--- src/rtl/mtc_pkg.sv ---
package mtc_pkg;

    // Field widths fixed by the frame format.
    localparam int AXIS_W  = 16;
    localparam int IDX_W   = 6;
    localparam int LEVEL_W = 17;
    localparam int SUM_W   = LEVEL_W + 1;

    // Default record geometry.
    localparam int RECORD_FRAMES_DEF = 64;
    localparam int PRE_FRAMES_DEF    = 39;

    // Trigger level after reset.
    localparam logic [LEVEL_W-1:0] LEVEL_RESET = 17'd20480;

    // Source of a result frame during readout.
    localparam logic [1:0] SRC_PRE  = 2'd0;
    localparam logic [1:0] SRC_CAND = 2'd1;
    localparam logic [1:0] SRC_MEM  = 2'd2;

    // One IMU frame as it arrives.
    typedef struct packed {
        logic signed [AXIS_W-1:0] accel_x;
        logic signed [AXIS_W-1:0] accel_y;
        logic signed [AXIS_W-1:0] accel_z;
        logic signed [AXIS_W-1:0] gyro_x;
        logic signed [AXIS_W-1:0] gyro_y;
        logic signed [AXIS_W-1:0] gyro_z;
    } t_frame;

    // One frame of a record as it leaves.
    typedef struct packed {
        logic signed [AXIS_W-1:0] out_accel_x;
        logic signed [AXIS_W-1:0] out_accel_y;
        logic signed [AXIS_W-1:0] out_accel_z;
        logic signed [AXIS_W-1:0] out_gyro_x;
        logic signed [AXIS_W-1:0] out_gyro_y;
        logic signed [AXIS_W-1:0] out_gyro_z;
        logic [IDX_W-1:0]         frame_index;
        logic                     last;
    } t_result;

    // Commands from the controller to the datapath.
    typedef struct packed {
        logic             shift;
        logic             store;
        logic [IDX_W-1:0] wr_addr;
        logic             rd;
        logic [IDX_W-1:0] rd_addr;
        logic             ld;
        logic             rotate;
        logic [1:0]       src;
        logic [IDX_W-1:0] idx;
        logic             last;
    } t_cmd;

    // Status from the datapath to the controller.
    typedef struct packed {
        logic trig;
        logic out_free;
    } t_status;

endpackage

--- src/rtl/mtc_ctrl.sv ---
module mtc_ctrl #(
    parameter int PRE_N  = mtc_pkg::PRE_FRAMES_DEF,
    parameter int POST_N = mtc_pkg::RECORD_FRAMES_DEF - mtc_pkg::PRE_FRAMES_DEF
) (
    input  logic           i_clk,
    input  logic           i_rst_n,
    input  logic           i_in_valid,
    output logic           o_in_ready,
    input  mtc_pkg::t_status i_status,
    output mtc_pkg::t_cmd  o_cmd
);

    localparam int REC_N = PRE_N + POST_N;
    localparam int CW    = $clog2(POST_N + 1);

    localparam logic [1:0] ST_IDLE = 2'd0;
    localparam logic [1:0] ST_RD   = 2'd1;
    localparam logic [1:0] ST_LD   = 2'd2;

    logic [1:0]                r_state, n_state;
    logic                      r_capturing, n_capturing;
    logic [CW-1:0]             r_post_count, n_post_count;
    logic [mtc_pkg::IDX_W-1:0] r_k, n_k;
    logic [CW:0]               w_count_inc;
    logic                      w_accept;

    assign o_in_ready  = (r_state == ST_IDLE);
    assign w_accept    = i_in_valid && o_in_ready;
    assign w_count_inc = {1'b0, r_post_count} + (CW+1)'(1);

    // Sequencing of capture and readout.
    always_comb begin
        n_state      = r_state;
        n_capturing  = r_capturing;
        n_post_count = r_post_count;
        n_k          = r_k;
        o_cmd        = '0;
        o_cmd.wr_addr = mtc_pkg::IDX_W'(r_post_count);
        o_cmd.rd_addr = r_k - mtc_pkg::IDX_W'(PRE_N);
        o_cmd.idx     = r_k;
        o_cmd.last    = (r_k == mtc_pkg::IDX_W'(REC_N - 1));
        if (r_k < mtc_pkg::IDX_W'(PRE_N)) begin
            o_cmd.src = mtc_pkg::SRC_PRE;
        end else if (r_k == mtc_pkg::IDX_W'(PRE_N)) begin
            o_cmd.src = mtc_pkg::SRC_CAND;
        end else begin
            o_cmd.src = mtc_pkg::SRC_MEM;
        end
        case (r_state)
            ST_IDLE: begin
                if (w_accept) begin
                    if (!r_capturing) begin
                        o_cmd.shift = 1'b1;
                        if (i_status.trig) begin
                            if (POST_N == 1) begin
                                n_k     = '0;
                                n_state = ST_RD;
                            end else begin
                                n_capturing  = 1'b1;
                                n_post_count = CW'(1);
                            end
                        end
                    end else begin
                        o_cmd.store = 1'b1;
                        if (w_count_inc >= (CW+1)'(POST_N)) begin
                            n_capturing  = 1'b0;
                            n_post_count = '0;
                            n_k          = '0;
                            n_state      = ST_RD;
                        end else begin
                            n_post_count = w_count_inc[CW-1:0];
                        end
                    end
                end
            end
            ST_RD: begin
                o_cmd.rd = 1'b1;
                n_state  = ST_LD;
            end
            ST_LD: begin
                if (i_status.out_free) begin
                    o_cmd.ld     = 1'b1;
                    o_cmd.rotate = (r_k < mtc_pkg::IDX_W'(PRE_N));
                    if (o_cmd.last) begin
                        n_state = ST_IDLE;
                    end else begin
                        n_k     = r_k + mtc_pkg::IDX_W'(1);
                        n_state = ST_RD;
                    end
                end
            end
            default: begin
                n_state = ST_IDLE;
            end
        endcase
    end

    // Control registers.
    always_ff @(posedge i_clk) begin
        if (!i_rst_n) begin
            r_state      <= ST_IDLE;
            r_capturing  <= 1'b0;
            r_post_count <= '0;
            r_k          <= '0;
        end else begin
            r_state      <= n_state;
            r_capturing  <= n_capturing;
            r_post_count <= n_post_count;
            r_k          <= n_k;
        end
    end

endmodule

--- config.mk ---
export PLATFORM = sky130hd
export DESIGN_NAME = mtc_ctrl
export DESIGN_NICKNAME = d
export VERILOG_FILES = /design/src/rtl/mtc_pkg.sv /design/src/rtl/mtc_ctrl.sv
export SDC_FILE = /design/constraint.sdc
export NUM_CORES = 1
export LEC_CHECK = 0
export BUFFER_PORTS_ARGS = -buffer_cell sky130_fd_sc_hd__buf_2
export CORE_AREA = 10 10 54 56
export CTS_CLUSTER_DIAMETER = 150
export DETAILED_ROUTE_END_ITERATION = 8
export DIE_AREA = 0 0 64 66
export GPL_TIMING_DRIVEN = 0
export PLACE_DENSITY = 0.82
export SETUP_SLACK_MARGIN = 0.02
export SYNTH_ARGS = -nofsm -noshare
export SYNTH_HDL_FRONTEND = slang
export SYNTH_SLANG_ARGS = --single-unit
--- constraint.sdc ---
create_clock -name i_clk -period 1.4 [get_ports i_clk]
set_input_delay 0.35 -clock i_clk [delete_from_list [all_inputs] [get_ports i_clk]]
set_output_delay 0.35 -clock i_clk [all_outputs]
set_load 0.02 [all_outputs]
* Word-level counts from Yosys, hierarchy flattened
Index checks and enable logic that the tools add are counted.
** Word-level totals
- Register bits after elaboration :: 14
** Operators by class
- Reductions and logical operators :: 8
- Multiplexer cells :: 27
- $lt $le $gt $ge :: 2
- Equal/unequal tests :: 9
- Add/sub/neg operators :: 3
** Operator list (count)
- 2-to-1 mux 6 bit :: 5
- 2-to-1 mux 2 bit :: 10
- 2-to-1 mux 5 bit :: 3
- == test 6 bit, second input constant :: 2
- case mux 6 bit (2 select lines) :: 1
- 2-to-1 mux 1 bit :: 7
- adder 5 x 1 -> 6 bit, second input constant :: 1
- adder 6 x 1 -> 6 bit, second input constant :: 1
- >= comparator 6 x 5 -> 1 bit, second input constant :: 1
- less-than comparator 6 bit, second input constant :: 1
- != test 2 x 1 -> 1 bit, second input constant :: 3
- case mux 2 bit (3 select lines) :: 1
- AND reduction 6 bit :: 1
- subtractor 6 bit, second input constant :: 1
- != test 2 bit, second input constant :: 2
- AND reduction 4 bit :: 1
- nonzero test 2 bit :: 2
- AND reduction 3 bit :: 1
- == test 2 x 1 -> 1 bit, second input constant :: 1
- == test 2 bit, second input constant :: 1
- zero test 2 bit :: 1
- AND reduction 2 bit :: 1
- logical AND 1 bit :: 1

* Logic depth before layout (Yosys ltp)
Gate-level depths: netlist of the first run.
- Word-level depth :: 6
- Gate-level depth with buffers :: 6

* Least setup slack after synthesis of the first run
No wires, ideal clock.
- Path kind :: reg2out
- Start point :: reg r_k[0] (netlist bit)
- End point :: out o_cmd[7] (netlist bit)
- Setup slack :: -358 ps
- Arrival :: 1408 ps
- Required time :: 1050 ps
- Cell stages (with the launch flop) :: 5
- Path buffers :: 1
- Cells stage by stage :: dfxtp_1 > ha_1 > buf_2 > nand3_1 > nor3_1
** RTL lines
- start, declared :: line mtc_ctrl.sv:23 : logic [mtc_pkg::IDX_W-1:0] r_k, n_k;
- start signal, assigned :: line mtc_ctrl.sv:109 : r_k <= n_k;
- end, declared :: line mtc_ctrl.sv:10 : output mtc_pkg::t_cmd o_cmd

==> results summary, run 1 <==
The highest ir drop seen on vdd is 0.429 mV. The global routing met1 resource utilization is 0.150. The mean area per synthesized cell came out at 7.75 um2.

The number of antenna violations at the first check in global routing is 0. The total length of routed wires came out at 3.30 mm. The layout has 100 filler cells. The final reports fail on setup timing. The largest incremental delay on the critical path came out at 380 ps. The netlist area before placement is 868 um2.

Yosys printed 0 warnings. The sequential share of power came out at 0.500. The total area inside the core boundary comes to 0.00190 mm2.

The share of synthesized area in the top cell type comes to 0.323. The HPWL after detailed placement came out at 1.89 mm. The average detailed-routed wire length per instance is 17.0 um. The type of the worst min-delay path is in -> reg. The share of power burned in the clock network is 0.369. The synthesized netlist net count is 119.

Adding up every negative setup slack in the final design gives -2190 ps. The placed instances occupy a cell area of 0.00112 mm2. The via count is 1044.

32 I/O pins were placed. The critical path is of the reg -> out type. For this run, design rule violations remaining after detail routing come to 0. Across all hold checks on the routed design, the worst slack comes to 372 ps. The pin count of the biggest net entering global routing is 11. Setup repair after global routing could not meet its margin everywhere. The final worst slack is -276 ps.

met2 is the most crowded layer. The hold-fix buffer count after cts is 0. The time the worst path needs with I/O delays and setup came out at 1680 ps.

In the routed layout, each cell is associated on average with a via count of 5.38. For this configuration, the core starts out at a cell density of 0.457. After clock tree synthesis, the clock-pin slew on the worst setup and hold paths is 90 ps. Yosys mapped a number of flops with a built-in enable equal to 0. STA classifies the critical path startpoint as a flop. Across the run, the number of max-cap violations was 0. The share of total power consumed by net switching is 0.259. The flow ran to the end, but the final reports show violations. The number of hold violations in the final report is 0. The maximum clock insertion buffer count came out at 2. The last weighted congestion value of the routability-driven placer is 0.846. The final layout net count is 175. Counting distinct cell types in the post-synthesis netlist gives 36.

Leaving out fill and tap cells, the most frequent cells in the layout are sky130_fd_sc_hd__buf_4 (22), sky130_fd_sc_hd__buf_6 (21), sky130_fd_sc_hd__buf_2 (15), sky130_fd_sc_hd__a21oi_1 (7). The share of layout cells above drive strength 1 came out at 0.617. The die boundary height is 66 um.

The library cell used most frequently in the layout, excluding fill and tap cells, is sky130_fd_sc_hd__buf_4. Between clock sinks in the finished design, the worst skew comes to 4.00 ps. The total track usage came out at 0.145. The number of input and output port buffers inserted came out at 30.

The number of clock buffers added by TritonCTS is 3. The number of sinks on the clock net came out at 14. The achievable clock frequency is 597 MHz. The analysis attributes to net switching a power of 0.210 mW.

STA puts the critical path data required time at 1050 ps. The die covers 0.00422 mm2. TritonCTS built the clock tree. For this block, the initial DRC count from the detailed router was 48. 0 antenna diodes ended up in the layout.

Dividing the final minimum period by the clock period gives 1.20. The latest clock arrival within the worst-skew pair came out at 280 ps. For this run, the register share of the synthesized area comes to 0.323. Traced cell by cell, the critical path runs through ha_4, buf_6, xor2_1, buf_4. The met2 track demand over resource is 0.250.

Setup violations remaining at the end of the flow were counted as 17. The number of instances in the synthesized netlist is 112. The met3 track utilization from global routing came out at 0.0492. The type of element capturing the critical path is a primary output.

Summing all non-filler instances in the final layout gives an area of 0.00158 mm2. The number of detailed-route iterations in the first pass came out at 4. The clock root buffer master is sky130_fd_sc_hd__clkbuf_4. Once detail routing completed, the nets flagged for antenna violations numbered 0.

For this design the ratio of total power to cell area is 515 mW/mm2. The area added between synthesis and finish is 81.4%. The via count of the first global-routing pass came out at 1065. Of the total power, combinational logic draws 0.131. The largest total area in the synthesized netlist belongs to sky130_fd_sc_hd__dfxtp_1. The analysis attributes to cell leakage a power of 0.719 nW. The total overflow left after global routing is 0. The slowest stage of the critical path belongs to the cell sky130_fd_sc_hd__dfxtp_4. The maximum level of the CTS H-tree is 1. The floorplan die width is 64 um. The post-synthesis register bit count came out at 14.

The global-route wire length before repair is 5.02 mm. The total internal power is 0.602 mW. The share of synthesized flip-flops with an asynchronous set or reset came out at 0. The buffering stage count on the worst path with inverters included is 2. The family with the most delay on the worst path is flip-flops.

The row count is 16. For this run, the leading register cell type out of synthesis is sky130_fd_sc_hd__dfxtp_1. At the worst endpoint, the arrival time is 1330 ps. The largest driver fanout on the critical path is 5. The total count of max-transition violations in the final report came out at 0. The overall power after layout is 0.812 mW. Sorting the synthesized cells by area gives the leading types as sky130_fd_sc_hd__dfxtp_1 (32%), sky130_fd_sc_hd__a21oi_1 (5.8%), sky130_fd_sc_hd__nand2_1 (4.8%).
## routing by layer
layer	up-vias	wire, um
li1	496	-
met1	480	1200
met2	54	1690
met3	14	264
met4	0	154
met5	-	0
## sequential cells by signal, indices dropped and copies added, names as in the netlist
name          count
r_post_count      5
r_k               6
r_capturing       1
r_state           2
## path summary, 6_finish.rpt
path	from	cells past startpoint	end	slack [ps]
worst max-delay path	r_k[1]	4	o_cmd[13]	-280
worst min-delay path	i_rst_n	3	r_k[1]	370
worst max register to register	r_state[1]	6	r_k[1]	-90
worst min register to register	r_capturing	2	r_capturing	600
## cell usage after synthesis (2+ instances only)
master                    count
sky130_fd_sc_hd__dfxtp_1     14
sky130_fd_sc_hd__a31oi_1      2
sky130_fd_sc_hd__nor3_1       3
sky130_fd_sc_hd__buf_2        4
sky130_fd_sc_hd__xnor2_1      2
sky130_fd_sc_hd__o31a_1       2
sky130_fd_sc_hd__nand2_1     11
sky130_fd_sc_hd__nand3_1      5
sky130_fd_sc_hd__a21oi_1     10
sky130_fd_sc_hd__nand4_1      2
sky130_fd_sc_hd__o21a_1       2
sky130_fd_sc_hd__xor2_1       3
sky130_fd_sc_hd__nor2_1      10
sky130_fd_sc_hd__nor2b_1      4
sky130_fd_sc_hd__o21ai_0      6
sky130_fd_sc_hd__a22o_1       2
sky130_fd_sc_hd__inv_1        7
sky130_fd_sc_hd__ha_1         2
sky130_fd_sc_hd__mux2i_1      2
sky130_fd_sc_hd__buf_4        3
## power groups by stage
stage | registers (mW) | clock network [mW] | logic (mW)
4_1_cts | 0.407 | 0.299 | 0.0876
3_5_place_dp | 0.422 | 0 | 0.0744
6_report | 0.406 | 0.300 | 0.106
5_1_grt | 0.408 | 0.328 | 0.116
2_1_floorplan | 0.424 | 0 | 0.0439
3_3_place_gp | 0.421 | 0 | 0.0717
## kinds of logic (layout without fill, tap and decap cells)
kind of cell,after synthesis,in the layout,synth area share
adder cells (fa/ha/maj),2,2,0.0288
buffers and inverters,16,71,0.0879
AND/OR/NAND/NOR,40,40,0.231
other,1,1,0.00432
AO/OA/AOI/OAI,32,32,0.252
multiplexers,2,2,0.0231
XOR/XNOR,5,5,0.0504
flip-flops,14,14,0.323
## cell type report
type,instances,area [um2],share of cell area
inverter,8,30.0,0.0191
multi-input combinational,82,687,0.436
sequential,14,308,0.195
timing repair buffer,55,447,0.284
tap,27,33.8,0.0214
clock buffer,4,36.3,0.0230
buffer,4,33.8,0.0214
## worst min-delay path: stages
cell,delay (ps)
sky130_fd_sc_hd__buf_2,130
sky130_fd_sc_hd__nand3_1,80
sky130_fd_sc_hd__mux2i_1,60
## metrics by stage
step	instances	setup slack, ps	util
6_report	194	-276	0.828
5_1_grt	194	-333	0.828
4_1_cts	190	-278	0.772
3_5_place_dp	169	-172	0.589
3_3_place_gp	169	-158	0.589
2_1_floorplan	112	-71.0	-
## timing repair
item	CTS	global route
gates resized for setup	55	27
setup buffers	18	7
pin swaps	12	13
setup endpoints to repair	17	23
Power figures use the tool's default switching activity.
==> run 2, diff against run 1 <==
Settings changed: ABC_AREA set to 1, CORE_AREA 10 10 54 56 to 10 10 53 55, CTS_CLUSTER_DIAMETER 150 to unset, DIE_AREA 0 0 64 66 to 0 0 63 65, PLACE_DENSITY 0.82 to 0.87.
Clock period 1.4 ns to 2 ns, I/O delays scaled along.
==> run 2 against run 1 <==
Against the previous run:
- the run now ends clean
- die area decreased by 3.1%
- area after synthesis grew 4.6%
- register-to-register slack better by 680 ps
- highest routed layer unchanged
- utilization down 20 points
==> results summary, run 2 <==
The worst register-to-register path ends at r_k[1]. The endpoint required time on the critical path is 1500 ps. The portion of synthesized cell area occupied by the leading cell type came out at 0.309. The last weighted congestion value of the routability-driven placer is 0.808. Buffers inserted during clock tree synthesis total 3. The register with the most flip-flops in the layout has 6 of them. Counting flops with an async set or reset pin after synthesis yields a share of 0.

The final layout net count came out at 175. In this run the worst path has a maximum fanout of 6. The routed layout has 950 vias. The commonest register cell after synthesis is sky130_fd_sc_hd__dfxtp_1. The mux share of post-synthesis cell area came out at 0. The share of layout cells above drive strength 1 is 0.347. Hold repair after CTS inserted 0 buffers.

The post-synthesis register bit count is 14. In the global route stage, overall resource usage came out at 0.102. Of the total synthesized cell area, the portion taken by full adders, half adders and majority gates is 0.0275.

The path class of the tightest hold or removal check is in -> reg. The global-route wire length before repair is 3.62 mm. The die outline area is 0.00410 mm2.

The synthesized netlist net count is 141. Clock tree synthesis selected as its root buffer the cell sky130_fd_sc_hd__clkbuf_4. Dividing the detail-routed wire length by the instance count gives 11.8 um. After synthesis, the cell types taking the most area are sky130_fd_sc_hd__dfxtp_1 (31%), sky130_fd_sc_hd__nand2_1 (10%), sky130_fd_sc_hd__nor2_1 (9.5%). The clock period could shrink to 1870 ps. The largest incremental delay on the critical path is 400 ps. The die boundary height came out at 65 um. The overall overflow remaining after global route came out at 0. The critical path class is reg -> out. The HPWL after detailed placement came out at 1.88 mm. The total power per unit cell area came out at 468 mW/mm2. The initial standard-cell utilization of the core came out at 0.488. In the final layout, the registers with the most flip-flops are r_k (6), r_post_count (5), r_state (2). The mean area per synthesized cell came out at 6.78 um2.

The number of sinks on the clock net is 14. Data arrives at the worst endpoint at 1370 ps. The tool flagged a number of max-cap violations equal to 0.

On the critical path, the stage with the largest delay is an instance of sky130_fd_sc_hd__dfxtp_4. The logic depth of the worst register-to-register path is 8. The synthesized netlist contains 25 unique library cells. The source of the worst hold timing path is i_rst_n.

The share of the clock period used by the worst path after layout is 0.934. The number of hold violations in the final report is 0. The kind of launch point of the worst setup path is a flop.

The main combinational cell family by area after synthesis is simple AND/OR/NAND/NOR gates. The number of antenna violations at the first check in global routing was 0. The worst hold path terminates at r_k[0]. The worst register-to-register path begins at r_k[0].

The type of element capturing the critical path is a primary output. sky130_fd_sc_hd__nand2_1 is the most common cell in the netlist. The number of input and output port buffers inserted came out at 29.

The critical path goes through ha_4, nand2_2, nor4_4, nor4_2, buf_2. The average via count per standard cell is 4.90. The worst hold path cell count is 3. The maximum clock insertion buffer count is 2. For this run, the detailed router's first-pass iteration total came to 4. Clock-pin slew was measured on the worst setup and hold paths at 90 ps. The flop-to-flop setup slack is 590 ps. The count of cells in the finished layout, fillers not included, comes to 194.

The achievable clock frequency is 535 MHz. The row count came out at 16. The synthesized design contains 0 enable-type register cells. Clock skew on the completed layout was measured at 2.35 ps.

32 I/O pins were placed. The number of DRC markers after the initial detailed-route iteration came out at 27. The number of instances in the synthesized netlist came out at 134. The number of routed nets with antenna violations is 0.

The number of antenna diodes in the final layout is 0. The total negative slack for setup checks is 0 ps. Counting flops per register, the top entry is r_k. The total length of routed wires is 2.29 mm. The area added between synthesis and finish came out at 28.7%. Setup repair after global routing left no endpoint under its margin. IR analysis of the VDD net gives a maximum drop of 0.364 mV. From left edge to right edge, the die measures 63 um. The via count of the first global-routing pass is 887. The latest clock arrival within the worst-skew pair came out at 280 ps.

The flow ran to the end, and the final reports show no timing, DRC or antenna violations. The warning count from the yosys run is 0. The top cell types in the final layout, fill and taps aside, are sky130_fd_sc_hd__buf_2 (29), sky130_fd_sc_hd__nand2_1 (24), sky130_fd_sc_hd__nor2_1 (23), sky130_fd_sc_hd__inv_1 (18), sky130_fd_sc_hd__nand3_1 (14). The simple-gate share of the synthesized area came out at 0.428. The share of the synthesized area in compound gates (AO/OA/AOI/OAI) is 0.0895. By count the netlist is led by sky130_fd_sc_hd__nand2_1 (25), sky130_fd_sc_hd__nor2_1 (23), sky130_fd_sc_hd__inv_1 (18), sky130_fd_sc_hd__dfxtp_1 (14), sky130_fd_sc_hd__nand3_1 (14). Of the total synthesized cell area, the portion taken by XOR and XNOR cells is 0.0386. Leaving out fill and tap cells, the most frequent cell in the layout is sky130_fd_sc_hd__buf_2. The share of synthesized area occupied by flip-flops and latches is 0.309. The leakage power came out at 0.586 nW. The pin count of the biggest net entering global routing came out at 10.

The total count of max-transition violations in the final report was 0. The core region area is 0.00186 mm2. The cell taking the most area after synthesis is sky130_fd_sc_hd__dfxtp_1.

The netlist area before placement is 908 um2. TritonCTS built the clock tree. The final setup violation count came out at 0. The final routed DRC violation total came out at 0.

The number of placed instances, taps included, is 190. CTS built an H-tree with a depth of 1.
run 2: cell count changes after synthesis, moves of 3 or more:
cell and delta:
sky130_fd_sc_hd__nand2_2 +3, sky130_fd_sc_hd__nor2_1 +13, sky130_fd_sc_hd__inv_1 +11, sky130_fd_sc_hd__o21ai_0 -3, sky130_fd_sc_hd__nand2_1 +14, sky130_fd_sc_hd__buf_2 -4
sky130_fd_sc_hd__nand3_1 +9, sky130_fd_sc_hd__nor2b_1 -4
run 2: cell type report:
type                    instances  area (um2)
fillers                       175         693
repair buffers                 29         145
clock buffers                   4        36.3
multi-input cells              98         571
flip-flops and latches         14         289
plain buffers                   3        22.5
inverters                      19        71.3
well taps                      27        33.8
run 2: power breakdown:
part	leakage (nW)	total, mW	internal, mW	switching [mW]
clock network	0.0210	0.212	0.111	0.101
registers	0.116	0.284	0.280	0.00335
logic	0.449	0.0516	0.0179	0.0337
total	0.586	0.547	0.409	0.138
run 2: through the flow:
step	util	area [um2]	worst slack, ps	hold slack, ps	total power [mW]
global route	0.628	1170	27.9	501	0.569
global placement	0.595	1110	364	483	0.342
floorplan	-	930	172	558	0.328
detailed placement	0.595	1110	327	492	0.344
CTS	0.616	1150	33.8	485	0.553
finish	0.628	1170	131	488	0.547
run 2: timing repair:
item	in CTS	in global routing
pin swaps	0	1
setup buffers	0	0
resized for setup	1	8
endpoints found under the setup margin	3	4
run 2: cells by family after synthesis:
logic type,Yosys count
XOR/XNOR,4
adder cells (fa/ha/maj),2
AND/OR/NAND/NOR,77
buffers and inverters,22
AO/OA/AOI/OAI,14
other,1
flip-flops,14
run 2: worst max-delay path: cells and delay by family (launching register included):
kind | cells | cell delay (ps)
fa+ha+maj | 1 | 160
flops | 1 | 400
simple gates | 3 | 360
buf+inv | 1 | 160
run 2: how the worst max path moves through the flow:
stage	startpoint	endpoint	slack, ps	cells after the start
CTS	r_k[1]	o_cmd[15]	30	5
finish	r_k[0]	o_cmd[9]	130	5
detailed placement	r_k[0]	o_cmd[15]	330	5
global route	r_k[0]	o_cmd[9]	30	5
global placement	r_k[0]	o_cmd[15]	360	5
floorplan	r_k[4]	o_cmd[9]	170	3
run 2: per-layer routing:
layer	track usage	vias to the layer above	part of all wire
met1	0.114	421	0.44
li1	-	493	-
met3	0.0344	4	0.072
met2	0.178	32	0.48
met4	0.0335	0	0.014
met5	0	-	0
==> run 3, diff against run 2 <==
Settings changed: ABC_AREA 1 to unset, PLACE_DENSITY 0.87 to 0.85.
==> run 3 against run 2 <==
Against the previous run:
- global-route usage rose by 0.74 points
- fmax fell by 3.4%
- via count fell by 1.7%
- utilization fell by 0.20 points
- clock skew rose by 8.5 ps
- first-iteration DRC count rose by 11%
- final cell count fell by 8.8%
- flip-flop and latch count did not move
- worst hold slack improved by 3.7 ps
- critical path type unchanged
- critical endpoint unchanged
==> results summary, run 3 (same netlist as run 1, synthesis figures left out) <==
The number of antenna violations at the first check in global routing is 0. The type of element capturing the critical path is a primary output. The die outline area came out at 0.00410 mm2.

Entering global routing, the biggest net connects 11 pins. The share of layout cells above drive strength 1 came out at 0.387. Traced cell by cell, the critical path runs through ha_1, buf_6, nand2_1, nand2_1, a21oi_1, buf_4. The finished layout holds 177 standard cells, fillers aside. The highest ir drop seen on vdd came out at 0.308 mV. The count of max-cap constraint violations is 0. The detail route stage leaves a number of antenna-violating nets equal to 0.

The worst hold slack after final layout came out at 492 ps. The number of clock buffers added by TritonCTS is 3. The CTS tree is built. The area of all placed cells without fillers came out at 0.00116 mm2. In this run the static leakage power is 0.581 nW. The HPWL after detailed placement is 1.76 mm.

The largest incremental delay on the critical path is 360 ps. The register with the most flip-flops is r_k. The number of hold violations in the final report is 0. At the worst endpoint, the required time is 1500 ps.

The latest clock arrival within the worst-skew pair is 290 ps. Of all nets on the critical path, the largest fanout is 9. After detailed placement, the design holds a cell count of 169.

The via count of the first global-routing pass was 880. Static timing analysis puts the maximum clock frequency at 517 MHz. Across all layers, the routed design uses 934 vias. In the global route stage, overall resource usage came out at 0.109. The area added between synthesis and finish is 34.2%. After clock tree synthesis, the clock-pin slew on the worst setup and hold paths is 100 ps.

The number of detailed-route iterations in the first pass came out at 4. The total count of max-transition violations in the final report is 0. The maximum clock insertion buffer count is 2. The kind of launch point of the worst setup path is a flop. The final setup skew came out at 10.9 ps. The global-route wire length before repair came out at 3.82 mm.

The number of DRC markers after the initial detailed-route iteration is 30. The share of the clock period used by the worst path after layout came out at 0.968. The average via count per standard cell is 5.28.

The overall power after layout is 0.555 mW. The die boundary height is 65 um. The commonest non-fill, non-tap cell in the layout is sky130_fd_sc_hd__buf_2. In the layout the commonest cells are sky130_fd_sc_hd__buf_2 (28), sky130_fd_sc_hd__nand2_1 (11), sky130_fd_sc_hd__buf_4 (11), sky130_fd_sc_hd__dfxtp_1 (11). After global routing the overflow that remains totals 0.

The hold-fix buffer count after cts came out at 0. The worst-path cell with the longest stage delay is sky130_fd_sc_hd__dfxtp_4. The cell repeated most along the worst path is sky130_fd_sc_hd__nand2_1. The final setup violation count came out at 0. Dividing total power by cell area gives a power density of 477 mW/mm2. The initial standard-cell utilization of the core came out at 0.466. In this run the number of H-tree levels came out at 1. The type of the worst min-delay path is reg -> reg. The largest registers in the layout are r_k (6), r_post_count (5), r_state (2). The flow ran to the end, and the final reports show no timing, DRC or antenna violations.

The layout has 186 filler cells. The number of sinks on the clock net is 14. The critical path class is reg -> out.

The clock root buffer master is sky130_fd_sc_hd__clkbuf_4. The row count came out at 16. The floorplan die width came out at 63 um.

The total length of routed wires is 2.31 mm. In this run the standard cell core region covers 0.00186 mm2. Setup total negative slack on the finished layout was measured at 0 ps.

The register with the most flip-flops in the layout has 6 of them. For this run, design rule violations remaining after detail routing come to 0. The time the worst path needs with I/O delays and setup came out at 1940 ps. In this run the tool buffered the top-level ports with 30 buffer cells. At the end of routability-driven placement, the weighted congestion stood at 0.861. The antenna cell count came out at 0. Once placement finished, the instance area stood at 0.00105 mm2. The worst endpoint data arrival time came out at 1440 ps. The final layout net count came out at 158. The number of placed I/O pins is 32. The average detailed-routed wire length per instance came out at 13.0 um.
run 3: cell count changes in the layout (fill, tap and decap cells not counted), moves of 3 or more:
cell                      previous run  this run
sky130_fd_sc_hd__nand2_1            24        11
sky130_fd_sc_hd__buf_4               3        11
sky130_fd_sc_hd__nor2_1             23         9
sky130_fd_sc_hd__nand2_2             5         1
sky130_fd_sc_hd__o21ai_0             3         6
sky130_fd_sc_hd__nand3_1            14         3
sky130_fd_sc_hd__nor2b_1             0         4
sky130_fd_sc_hd__inv_1              18         7
run 3: final timing paths:
check,cells after the start,from,endpoint,slack [ps]
worst max-delay path,6,r_k[0],o_cmd[9],60
worst min-delay path,2,r_k[1],r_k[1],490
worst max register to register,7,r_k[0],r_k[1],520
worst min register to register,2,r_k[1],r_k[1],490
run 3: final cells by class:
| cell class | count | area, um2 | area share |
|---|---|---|---|
| timing repair buffer | 34 | 190 | 0.163 |
| tap | 27 | 33.8 | 0.0290 |
| clock buffer | 4 | 36.3 | 0.0311 |
| inverter | 8 | 30.0 | 0.0258 |
| sequential | 14 | 287 | 0.246 |
| multi-input combinational | 82 | 533 | 0.458 |
| buffer | 8 | 55.1 | 0.0473 |
run 3: repair_timing:
item / CTS / global route
setup endpoints to repair: 3 / 7
buffers inserted: 0 / 4
gates resized for setup: 5 / 11
pin swaps: 0 / 2
run 3: power by group:
| group | total (mW) | switching [mW] | internal, mW |
|---|---|---|---|
| Combinational | 0.0558 | 0.0328 | 0.0230 |
| Sequential | 0.289 | 0.00767 | 0.281 |
| Clock | 0.211 | 0.0997 | 0.111 |
run 3: metrics by stage:
step / worst slack (ps) / utilization
after floorplan: 92.2 / -
after global placement: 204 / 0.565
after detailed placement: 177 / 0.565
after CTS: 23.0 / 0.591
after global routing: -13.0 / 0.626
final: 64.9 / 0.626
run 3: critical path: cells and delay by family, from the launching register on:
kind	cells	cell delay, ps
flip-flops	1	360
AND/OR/NAND/NOR	2	130
buffers and inverters	2	300
AO/OA/AOI/OAI	1	150
adder cells (fa/ha/maj)	1	200
run 3: layer usage:
layer / vias up / GRT usage / part of all wire
met1: 423 / 0.108 / 0.38
met2: 42 / 0.194 / 0.49
met3: 4 / 0.0619 / 0.11
li1: 465 / - / -
met4: 0 / 0.0279 / 0.0091
met5: - / 0 / 0
